===== config.mk =====
export PLATFORM = sky130hd
export DESIGN_NAME = mpkt_level
export DESIGN_NICKNAME = d
export VERILOG_FILES = /design/src/rtl/mpkt_pkg.sv /design/src/rtl/mpkt_level.sv
export SDC_FILE = /design/constraint.sdc
export NUM_CORES = 1
export LEC_CHECK = 0
export BUFFER_PORTS_ARGS = -buffer_cell sky130_fd_sc_hd__buf_2
export CORE_AREA = 3 3 108 110
export CTS_CLUSTER_DIAMETER = 30
export DETAILED_ROUTE_END_ITERATION = 7
export DIE_AREA = 0 0 111 113
export GPL_TIMING_DRIVEN = 0
export PLACE_DENSITY = 0.86
export SYNTH_ARGS = -nofsm -noshare
export SYNTH_HDL_FRONTEND = slang
export SYNTH_SLANG_ARGS = --single-unit

===== constraint.sdc =====
create_clock -name clk -period 14.3 [get_ports clk]
set_input_delay 1.43 -clock clk [delete_from_list [all_inputs] [get_ports clk]]
set_output_delay 1.43 -clock clk [all_outputs]
set_load 0.01 [all_outputs]

===== src/rtl/mpkt_pkg.sv =====
// ----------------------------------------------------------------------------
// mpkt_pkg
// Shared widths, constants and types for the k-transaction profit tracker.
// ----------------------------------------------------------------------------
`default_nettype none

package mpkt_pkg;

    localparam int PRICE_W              = 17;
    localparam int PROFIT_W             = 30;
    localparam int HOLD_W               = 32;
    localparam int CFG_W                = 7;
    localparam int S_TDATA_W            = 24;
    localparam int M_TDATA_W            = 32;
    localparam int DEF_MAX_TRANSACTIONS = 64;

    localparam logic [CFG_W-1:0]    CFG_RESET  = CFG_W'(2);
    localparam logic [PROFIT_W-1:0] PROFIT_MAX = {PROFIT_W{1'b1}};
    localparam logic [HOLD_W-1:0]   HOLD_MIN   = {1'b1, {(HOLD_W-1){1'b0}}};

    // per-level control from the top level
    typedef struct packed {
        logic update;  // apply one day's price
        logic clear;   // final day: load the reset values in place of the update
    } lvl_ctrl_t;

endpackage

`default_nettype wire


===== src/rtl/mpkt_level.sv =====
// ----------------------------------------------------------------------------
// mpkt_level
// One transaction level: best holding value and best flat value, updated
// once per day from the price and the new flat value of the level below.
// ----------------------------------------------------------------------------
`default_nettype none

module mpkt_level
    import mpkt_pkg::*;
(
    input  wire logic                clk,
    input  wire logic                rst_n,
    input  wire lvl_ctrl_t           ctrl,
    input  wire logic [PRICE_W-1:0]  price,
    input  wire logic [PROFIT_W-1:0] flat_below,
    output logic [PROFIT_W-1:0]      flat_new,
    output logic [PROFIT_W-1:0]      flat_cur,
    output logic [HOLD_W-1:0]        hold_cur
);

    logic [HOLD_W-1:0]   hold_reg;
    logic [HOLD_W-1:0]   hold_next;
    logic [PROFIT_W-1:0] flat_reg;
    logic [PROFIT_W-1:0] flat_next;

    logic signed [HOLD_W:0]   sell;
    logic signed [HOLD_W:0]   flat_ext;
    logic signed [HOLD_W:0]   best;
    logic signed [HOLD_W-1:0] buy;

    always_comb
    begin
        // sell today with the holding from before today
        sell     = $signed({hold_reg[HOLD_W-1], hold_reg})
                   + $signed({{(HOLD_W+1-PRICE_W){1'b0}}, price});
        flat_ext = $signed({{(HOLD_W+1-PROFIT_W){1'b0}}, flat_reg});
        best     = (sell > flat_ext) ? sell : flat_ext;
        if (best > $signed({{(HOLD_W+1-PROFIT_W){1'b0}}, PROFIT_MAX}))
        begin
            flat_new = PROFIT_MAX;
        end
        else
        begin
            flat_new = best[PROFIT_W-1:0];
        end

        // buy today out of the level below after its sell
        buy = $signed({{(HOLD_W-PROFIT_W){1'b0}}, flat_below})
              - $signed({{(HOLD_W-PRICE_W){1'b0}}, price});

        flat_next = flat_reg;
        hold_next = hold_reg;
        if (ctrl.update)
        begin
            if (ctrl.clear)
            begin
                flat_next = '0;
                hold_next = HOLD_MIN;
            end
            else
            begin
                flat_next = flat_new;
                hold_next = (buy > $signed(hold_reg)) ? buy : hold_reg;
            end
        end
    end

    always_ff @(posedge clk or negedge rst_n)
    begin
        if (!rst_n)
        begin
            flat_reg <= '0;
            hold_reg <= HOLD_MIN;
        end
        else
        begin
            flat_reg <= flat_next;
            hold_reg <= hold_next;
        end
    end

    assign flat_cur = flat_reg;
    assign hold_cur = hold_reg;

endmodule

`default_nettype wire


## After elaboration in Yosys (flattened, before gate mapping)

Index checks and enable logic that the tools add are counted.

| cells by class | value |
|---|---|
| add/sub/neg operators | 2 |
| order comparisons | 3 |
| mux-type cells | 5 |
| reduce and logical (&&, ||, !) cells | 2 |

Operators by type and width:

| operator | number |
|---|---|
| $mux W32 | 2 |
| $mux W30 | 2 |
| $add A32 B18 Y33 | 1 |
| $gt A33 B31 Y1 | 1 |
| $gt A33 B31 Y1 const B | 1 |
| $mux W33 | 1 |
| $gt A31 B32 Y1 | 1 |
| $sub A30 B17 Y31 | 1 |
| $reduce_and A2 Y1 | 1 |
| $reduce_bool A2 Y1 | 1 |

| storage, ports and cells | value |
|---|---|
| bits in registers | 62 |
| input bits | 51 |
| output and inout bits | 92 |
| logic and storage cells | 14 |

## Longest topological paths before layout

Gate-level depths: netlist of run 1.

| depth | value |
|---|---|
| word-level depth | 6 |
| gate-level depth with buffers | 21 |

## Least setup slack after synthesis of run 1

No wires, ideal clock.

| path | value |
|---|---|
| path kind | input-to-output |
| start point | input port price[0] |
| end point | output port flat_new[10] |
| data arrival time | 5.763 ns |
| data required time | 12.870 ns |
| slack | 7.107 ns |
| stages on the path | 20 |
| cells stage by stage | ha_1 > fa_1 > a211oi_1 > o21bai_2 > o41ai_1 > a211o_1 > and2_0 > clkbuf_1 > nor2_1 > xnor2_1 > ha_1 > nand4_1 > nor4_1 > nand2_1 > o2111ai_1 > a2bb2oi_1 > a211oi_1 > nand2_1 > buf_2 > o22a_1 |

| between the ends | value |
|---|---|
| cells in the longest elaborated chain, start to end | 5 |

RTL lines:

| what | RTL line | RTL |
|---|---|---|
| from (decl) | mpkt_level.sv:14 | `input wire logic [PRICE_W-1:0] price,` |
| $add A32 B18 Y33 * | mpkt_level.sv:35 | `+ $signed({{(HOLD_W+1-PRICE_W){1'b0}}, price});` |
| $gt A33 B31 Y1 | mpkt_level.sv:37 | `best = (sell > flat_ext) ? sell : flat_ext;` |
| $mux W33 * | mpkt_level.sv:37 |  |
| $gt A33 B31 Y1 | mpkt_level.sv:38 | `if (best > $signed({{(HOLD_W+1-PROFIT_W){1'b0}}, PROFIT_MAX}))` |
| $mux W30 * | mpkt_level.sv:38 |  |
| to (decl) | mpkt_level.sv:16 | `output logic [PROFIT_W-1:0] flat_new,` |

Mark *: on every way between the ends. The rest lies on a longest branch, timed or not.

## Final worst setup path of run 1

| path | value |
|---|---|
| start point | input port price[0] |
| end point | output port flat_new[17] |

Same word-level chain as after synthesis.

==> flow_metrics.py, run 1 <==
metrics = {
    "final_layout": {
        "mostFrequentLayoutCells": "buf_2 (150), inv_1 (97), ha_1 (96)",
        "multi_input_area_sq_mm": 0.004501,
        "area_growth_pct": 16.00,
        "final_cells": 1037,
        "diodes": 0,
        "drive_gt1_frac": 0.2408,
        "fin_nets": 1041,
        "fillers": 850,
        "fin_util": 0.6994,
        "final_common_cell": "buf_2",
        "seqCellArea_sq_mm": 0.001553,
    },
    "routing": {
        "drt-initial-drc-count": 355,
        "final_antenna_net_count": 0,
        "vias": 6250,
        "remaining_drc_errors": 0,
        "drt_pass1_iterations": 5,
        "avgViaCountPerCell": 6.027,
        "wl_per_cell_microns": 16.37,
        "wirelength_mm": 16.98,
    },
    "global_routing": {
        "grt_max_degree": 63,
        "grt-ovfl-total": 0,
        "antenna_found_initial": 0,
        "grt.total_usage": 0.2696,
        "grt_pass1_vias": 5843,
        "grt_pass1_wl_mm": 27.81,
    },
    "placement": {
        "numPortBuffers": 142,
        "hpwl_mm": 13.93,
        "gp_congestion": 0.9051,
        "post-place-ws_ps": 5969,
        "dp_cells": 1021,
    },
    "floorplan": {
        "die_area_sq_mm": 0.01254,
        "die_w_microns": 111,
        "coreArea_sq_mm": 0.01079,
        "initial_core_util": 0.6029,
        "die_y_microns": 113,
        "rows": 38,
        "ios": 143,
    },
    "critical_path": {
        "path_class": "in2out",
        "crit_arrival_ps": 6990,
        "crit_path_start_kind": "input port",
        "worstPathRequired_ps": 12870,
        "critPathLaunch": "price[0]",
        "rr_startpoint": "hold_cur[0]$_DFFE_PN0P_",
        "cp_max_fo": 10,
        "cp-end-kind": "primary output",
    },
    "power": {
        "power.density_mw_per_mm2": 137.2,
        "ir_drop_v": 0.00008009,
        "p_leak_nw": 3.808,
    },
    "sta": {
        "finalSetupTns_ps": 0,
        "fmax_ghz": 0.1187,
        "rsz0062_at_grt": "false",
        "skew_ps": 9.633,
        "tightest_slew_ps": 760.6,
        "slew-limit-headroom": 0.4929,
        "finalCritPeriodShare": 0.5891,
        "finalMaxSlewViolations": 0,
        "finalHoldViolCount": 0,
        "timing.hold.ws_ps": 546.7,
        "worst_slack_ps": 5876,
        "min_period_ps": 8424,
        "setup_viol": 0,
    },
    "flow_run": {
        "maxCapViolations": 0,
    },
    "synth": {
        "synth_compound_area_frac": 0.2999,
        "synth_top_family_by_area": "compound AO/OA/AOI/OAI gates",
        "syn_avg_cell_area_sq_um": 8.806,
        "synth_seq_cells": 62,
        "syn_nets": 888,
        "synthAdderAreaFrac": 0.1907,
        "synth_xor_area_frac": 0.07095,
        "synth-edff-count": 0,
        "synth_ff_type": "dfrtp_1",
        "yosys.cell_types.count": 71,
        "synthSimpleGateAreaFrac": 0.1248,
        "synth.mux.area_fraction": 0.005191,
        "netlist_area_sq_mm": 0.006507,
        "yosysSeqAreaShare": 0.2386,
        "post_synth_inst_count": 739,
        "async_flop_share": 1.000,
        "synth_warnings": 0,
    },
    "clocking": {
        "post_cts.repair.setup_buffers": 0,
        "postCtsResizedCells": 0,
        "cts_tree": "built",
        "max-clock-path-buffers": 2,
        "cts_buffers": 9,
        "cts.sinks": 62,
        "hold_buffers": 0,
        "clk_pin_slew_worst_paths_ps": 70,
        "cts.root.buffer_cell": "clkbuf_8",
        "cts-htree-levels": 3,
        "clock_latency_ps": 360,
    },
    "min_path": {
        "holdCritPathClass": "reg2reg",
        "worstHoldStart": "hold_cur[22]$_DFFE_PN0P_",
    },
    "status": {
        "status": "complete, no violations",
    },
}
through the flow:
step | power, mW | area, sq um
floorplan | 0.7016 | 6507
global placement | 0.8880 | 7393
detailed placement | 0.9028 | 7393
CTS | 1.033 | 7546
global route | 1.125 | 7548
finish | 1.036 | 7548
routing by layer:
metal	vias up	global-route usage	routed length (microns)
met5	-	0	0
met4	0	0.1059	463
met3	31	0.04492	1184
met2	228	0.4312	7706
met1	2903	0.3672	7625
li1	3088	-	-
final timing paths:
check | slack (ps) | cells after the start | end
max | 5880 | 22 | flat_new[17]
min | 550 | 1 | hold_cur[22]$_DFFE_PN0P_
max reg2reg | 8470 | 20 | flat_cur[23]$_DFFE_PN0P_
min reg2reg | 550 | 1 | hold_cur[22]$_DFFE_PN0P_
max in group asynchronous | 12660 | 1 | flat_cur[24]$_DFFE_PN0P_
min in group asynchronous | 1140 | 1 | flat_cur[1]$_DFFE_PN0P_
power by group:
part	total [mW]	switching, mW	internal (mW)	leakage [nW]
Sequential	0.268	0.0495	0.218	0.822
Combinational	0.640	0.348	0.291	2.91
Clock	0.129	0.0660	0.0626	0.0784
Total	1.04	0.464	0.572	3.81
flip-flops by register name, indices dropped and copies added (netlist names):
signal and cells:
hold_cur 32, flat_cur 30
critical path, cell delays in order:
cell,delay [ps]
buf_2,110
ha_1,230
fa_1,440
a211oi_1,310
o21bai_2,130
o41ai_1,510
a211o_1,330
and2_0,160
clkbuf_1,290
nor2_1,110
xnor2_1,180
ha_1,320
nand4_1,210
nor4_1,490
nand2_1,100
o2111ai_1,230
a2bb2oi_1,130
a211oi_1,290
nand2_1,350
buf_2,310
o22a_1,210
buf_2,140
synth_stat cells, types with 4 or more instances:
cell,number,area share
a21oi_1,45,0.035
a211o_1,4,0.0054
o211ai_1,6,0.0069
a22o_1,30,0.040
xnor2_1,39,0.052
a21o_1,20,0.023
nor2_1,32,0.018
a31o_2,6,0.0081
o41ai_1,4,0.0054
a211oi_1,6,0.0069
nor2b_1,6,0.0058
xor2_1,10,0.013
nand2_1,40,0.023
o21ai_0,24,0.018
ha_1,96,0.18
o221a_2,27,0.047
a31oi_1,5,0.0048
o21bai_1,6,0.0069
nand4_1,12,0.012
clkbuf_1,11,0.0063
o22a_1,28,0.038
inv_1,97,0.056
nand3_1,15,0.012
o21a_1,5,0.0058
a22oi_1,4,0.0046
dfrtp_1,61,0.23
nor3_1,13,0.010
nor4_1,6,0.0058
buf_2,9,0.0069
or3_1,5,0.0048
kinds of logic (layout without fill, tap and decap cells):
family / Yosys count / count (layout)
AOI/OAI and AO/OA: 250 / 250
xor gates and xnor gates: 51 / 51
adders and majority gates: 98 / 98
buffers and inverters: 118 / 276
DFF: 62 / 62
muxes: 3 / 3
and+or+nand+nor: 157 / 157
layout make-up:
cell class,instances,area share
multi-input combinational,559,0.5962
clock inverter,2,0.001326
buffer,21,0.01193
timing repair buffer,142,0.09448
inverter,97,0.04823
tap,140,0.02321
sequential,62,0.2057
clock buffer,14,0.01890
Power figures use the tool's default switching activity.
==> run 2: changes to the inputs <==
CORE_AREA = 3 3 112 114   (was 3 3 108 110)
DIE_AREA = 0 0 115 117   (was 0 0 111 113)
PLACE_DENSITY = 0.81   (was 0.86)
clock period = 8.82 ns   (was 14.3 ns; I/O delays follow)
==> flow_metrics.py, run 2 (same netlist as run 1, synthesis figures left out) <==
metrics = {
    "critical_path": {
        "path_class": "in2out",
        "worstPathCellList": "buf_2, ha_1, fa_1, a211oi_1, o21bai_2, o41ai_1, a211o_1, and2_0, clkbuf_1, nor2_1, xnor2_1, ha_1, a41oi_1, o21ai_0, a221oi_1, o2111ai_1, a2bb2oi_1, a211oi_1, nand2_1, buf_2, o22a_1, buf_2",
        "critPathLaunch": "price[0]",
        "worstPathRequired_ps": 7940,
        "cpPeakStageDelay_ps": 450,
        "r2r_cells": 20,
        "cp_max_fo": 10,
        "r2r_slack_ps": 3050,
        "slowest_stage": "o41ai_1",
        "crit_top_cell": "buf_2",
        "worstReg2RegEnd": "flat_cur[23]$_DFFE_PN0P_",
        "rr_startpoint": "hold_cur[0]$_DFFE_PN0P_",
        "cp-end-kind": "primary output",
        "crit_arrival_ps": 6340,
        "crit_path_start_kind": "input port",
    },
    "floorplan": {
        "ios": 143,
        "initial_core_util": 0.5651,
        "rows": 39,
        "die_area_sq_mm": 0.01346,
        "die_y_microns": 117,
        "coreArea_sq_mm": 0.01152,
        "die_w_microns": 115,
    },
    "placement": {
        "hpwl_mm": 14.22,
        "numPortBuffers": 142,
        "gp_congestion": 0.8918,
    },
    "global_routing": {
        "top_usage_layer": "met2",
        "grt_pass1_vias": 5892,
        "grt.total_usage": 0.2666,
        "antenna_found_initial": 0,
        "grtUsageMet1": 0.3684,
        "grt_use_met3": 0.03290,
        "grt_pass1_wl_mm": 28.75,
        "grt-ovfl-total": 0,
        "grt_max_degree": 63,
        "grt.met2_usage": 0.4279,
    },
    "routing": {
        "wl_per_cell_microns": 17.04,
        "avgViaCountPerCell": 6.014,
        "final_antenna_net_count": 0,
        "wirelength_mm": 17.72,
        "vias": 6255,
        "drt-initial-drc-count": 474,
        "drt_pass1_iterations": 5,
        "remaining_drc_errors": 0,
    },
    "sta": {
        "slew-limit-headroom": 0.4627,
        "min_period_ps": 7222,
        "setup_viol": 0,
        "fmax_ghz": 0.1385,
        "finalSetupTns_ps": 0,
        "finalCritPeriodShare": 0.8188,
        "tightest_slew_ps": 805.9,
        "skew_ps": 7.545,
        "finalHoldViolCount": 0,
        "finalMaxSlewViolations": 0,
        "rsz0062_at_grt": "false",
    },
    "final_layout": {
        "fin_nets": 1041,
        "diodes": 0,
        "mostFrequentLayoutCells": "buf_2 (150), inv_1 (97), ha_1 (96)",
        "multi_input_area_sq_mm": 0.004501,
        "drive_gt1_frac": 0.2419,
        "area_growth_pct": 17.77,
        "fillers": 978,
        "largest_reg_flops": 32,
        "final_common_cell": "buf_2",
        "seqCellArea_sq_mm": 0.001553,
    },
    "status": {
        "status": "complete, no violations",
    },
    "clocking": {
        "cts.root.buffer_cell": "clkbuf_16",
        "hold_buffers": 0,
        "cts.sinks": 62,
        "clk_pin_slew_worst_paths_ps": 50,
        "max-clock-path-buffers": 2,
        "cts_buffers": 9,
        "post_cts.repair.setup_buffers": 0,
        "clock_latency_ps": 340,
        "cts-htree-levels": 3,
        "cts_tree": "built",
        "postCtsResizedCells": 0,
    },
    "min_path": {
        "whs_path_depth": 1,
        "holdCritPathClass": "reg2reg",
        "worstHoldStart": "hold_cur[29]$_DFFE_PN0P_",
        "holdPathEnd": "hold_cur[29]$_DFFE_PN0P_",
    },
    "power": {
        "ir_drop_v": 0.0001088,
        "power.density_mw_per_mm2": 234.9,
        "p_total_mw": 1.800,
        "p_leak_nw": 3.861,
    },
    "flow_run": {
        "maxCapViolations": 0,
    },
}
[run 2: worst max path at each step]
stage	endpoint	slack, ps	depth (start not counted)
2_1_floorplan	flat_new[10]	2720	20
3_3_place_gp	flat_new[24]	1680	22
3_5_place_dp	flat_new[24]	1660	22
4_1_cts	flat_new[24]	1650	22
5_1_grt	flat_new[24]	1310	22
6_report	flat_new[24]	1600	22
[run 2: power breakdown]
group          switching (mW)  internal (mW)
Sequential             0.0805          0.354
Combinational           0.571          0.474
Clock                   0.124          0.197
Total                   0.775           1.03
[run 2: through the flow]
step	instance area (sq um)	hold slack (ps)	worst slack (ps)	instances	util
3_5_place_dp	7397	518.3	1659	1024	0.6423
2_1_floorplan	6507	563.4	2723	739	-
4_1_cts	7661	530.9	1652	1040	0.6653
6_report	7664	525.0	1598	1040	0.6655
3_3_place_gp	7397	509.9	1677	1024	0.6423
5_1_grt	7664	555.2	1313	1040	0.6655
[run 2: final cells by class]
| type | instances | share of cell area |
|---|---|---|
| sequential | 62 | 0.2026 |
| tap | 143 | 0.02335 |
| clock inverter | 2 | 0.001306 |
| clock buffer | 14 | 0.03314 |
| timing repair buffer | 142 | 0.09306 |
| inverter | 97 | 0.04751 |
| multi-input combinational | 559 | 0.5873 |
| buffer | 21 | 0.01176 |
[run 2: metal layers]
layer	routed length (microns)	vias up
met5	0	-
met4	477	0
met3	1161	37
met2	8026	237
met1	8056	2899
li1	-	3082
[run 2: worst max-delay path, delay by kind of cell]
| kind | cells | cell delay [ps] |
|---|---|---|
| AO/OA/AOI/OAI | 11 | 2670 |
| XOR/XNOR | 1 | 350 |
| adder cells (fa/ha/maj) | 3 | 990 |
| buffers and inverters | 4 | 850 |
| AND/OR/NAND/NOR | 3 | 600 |
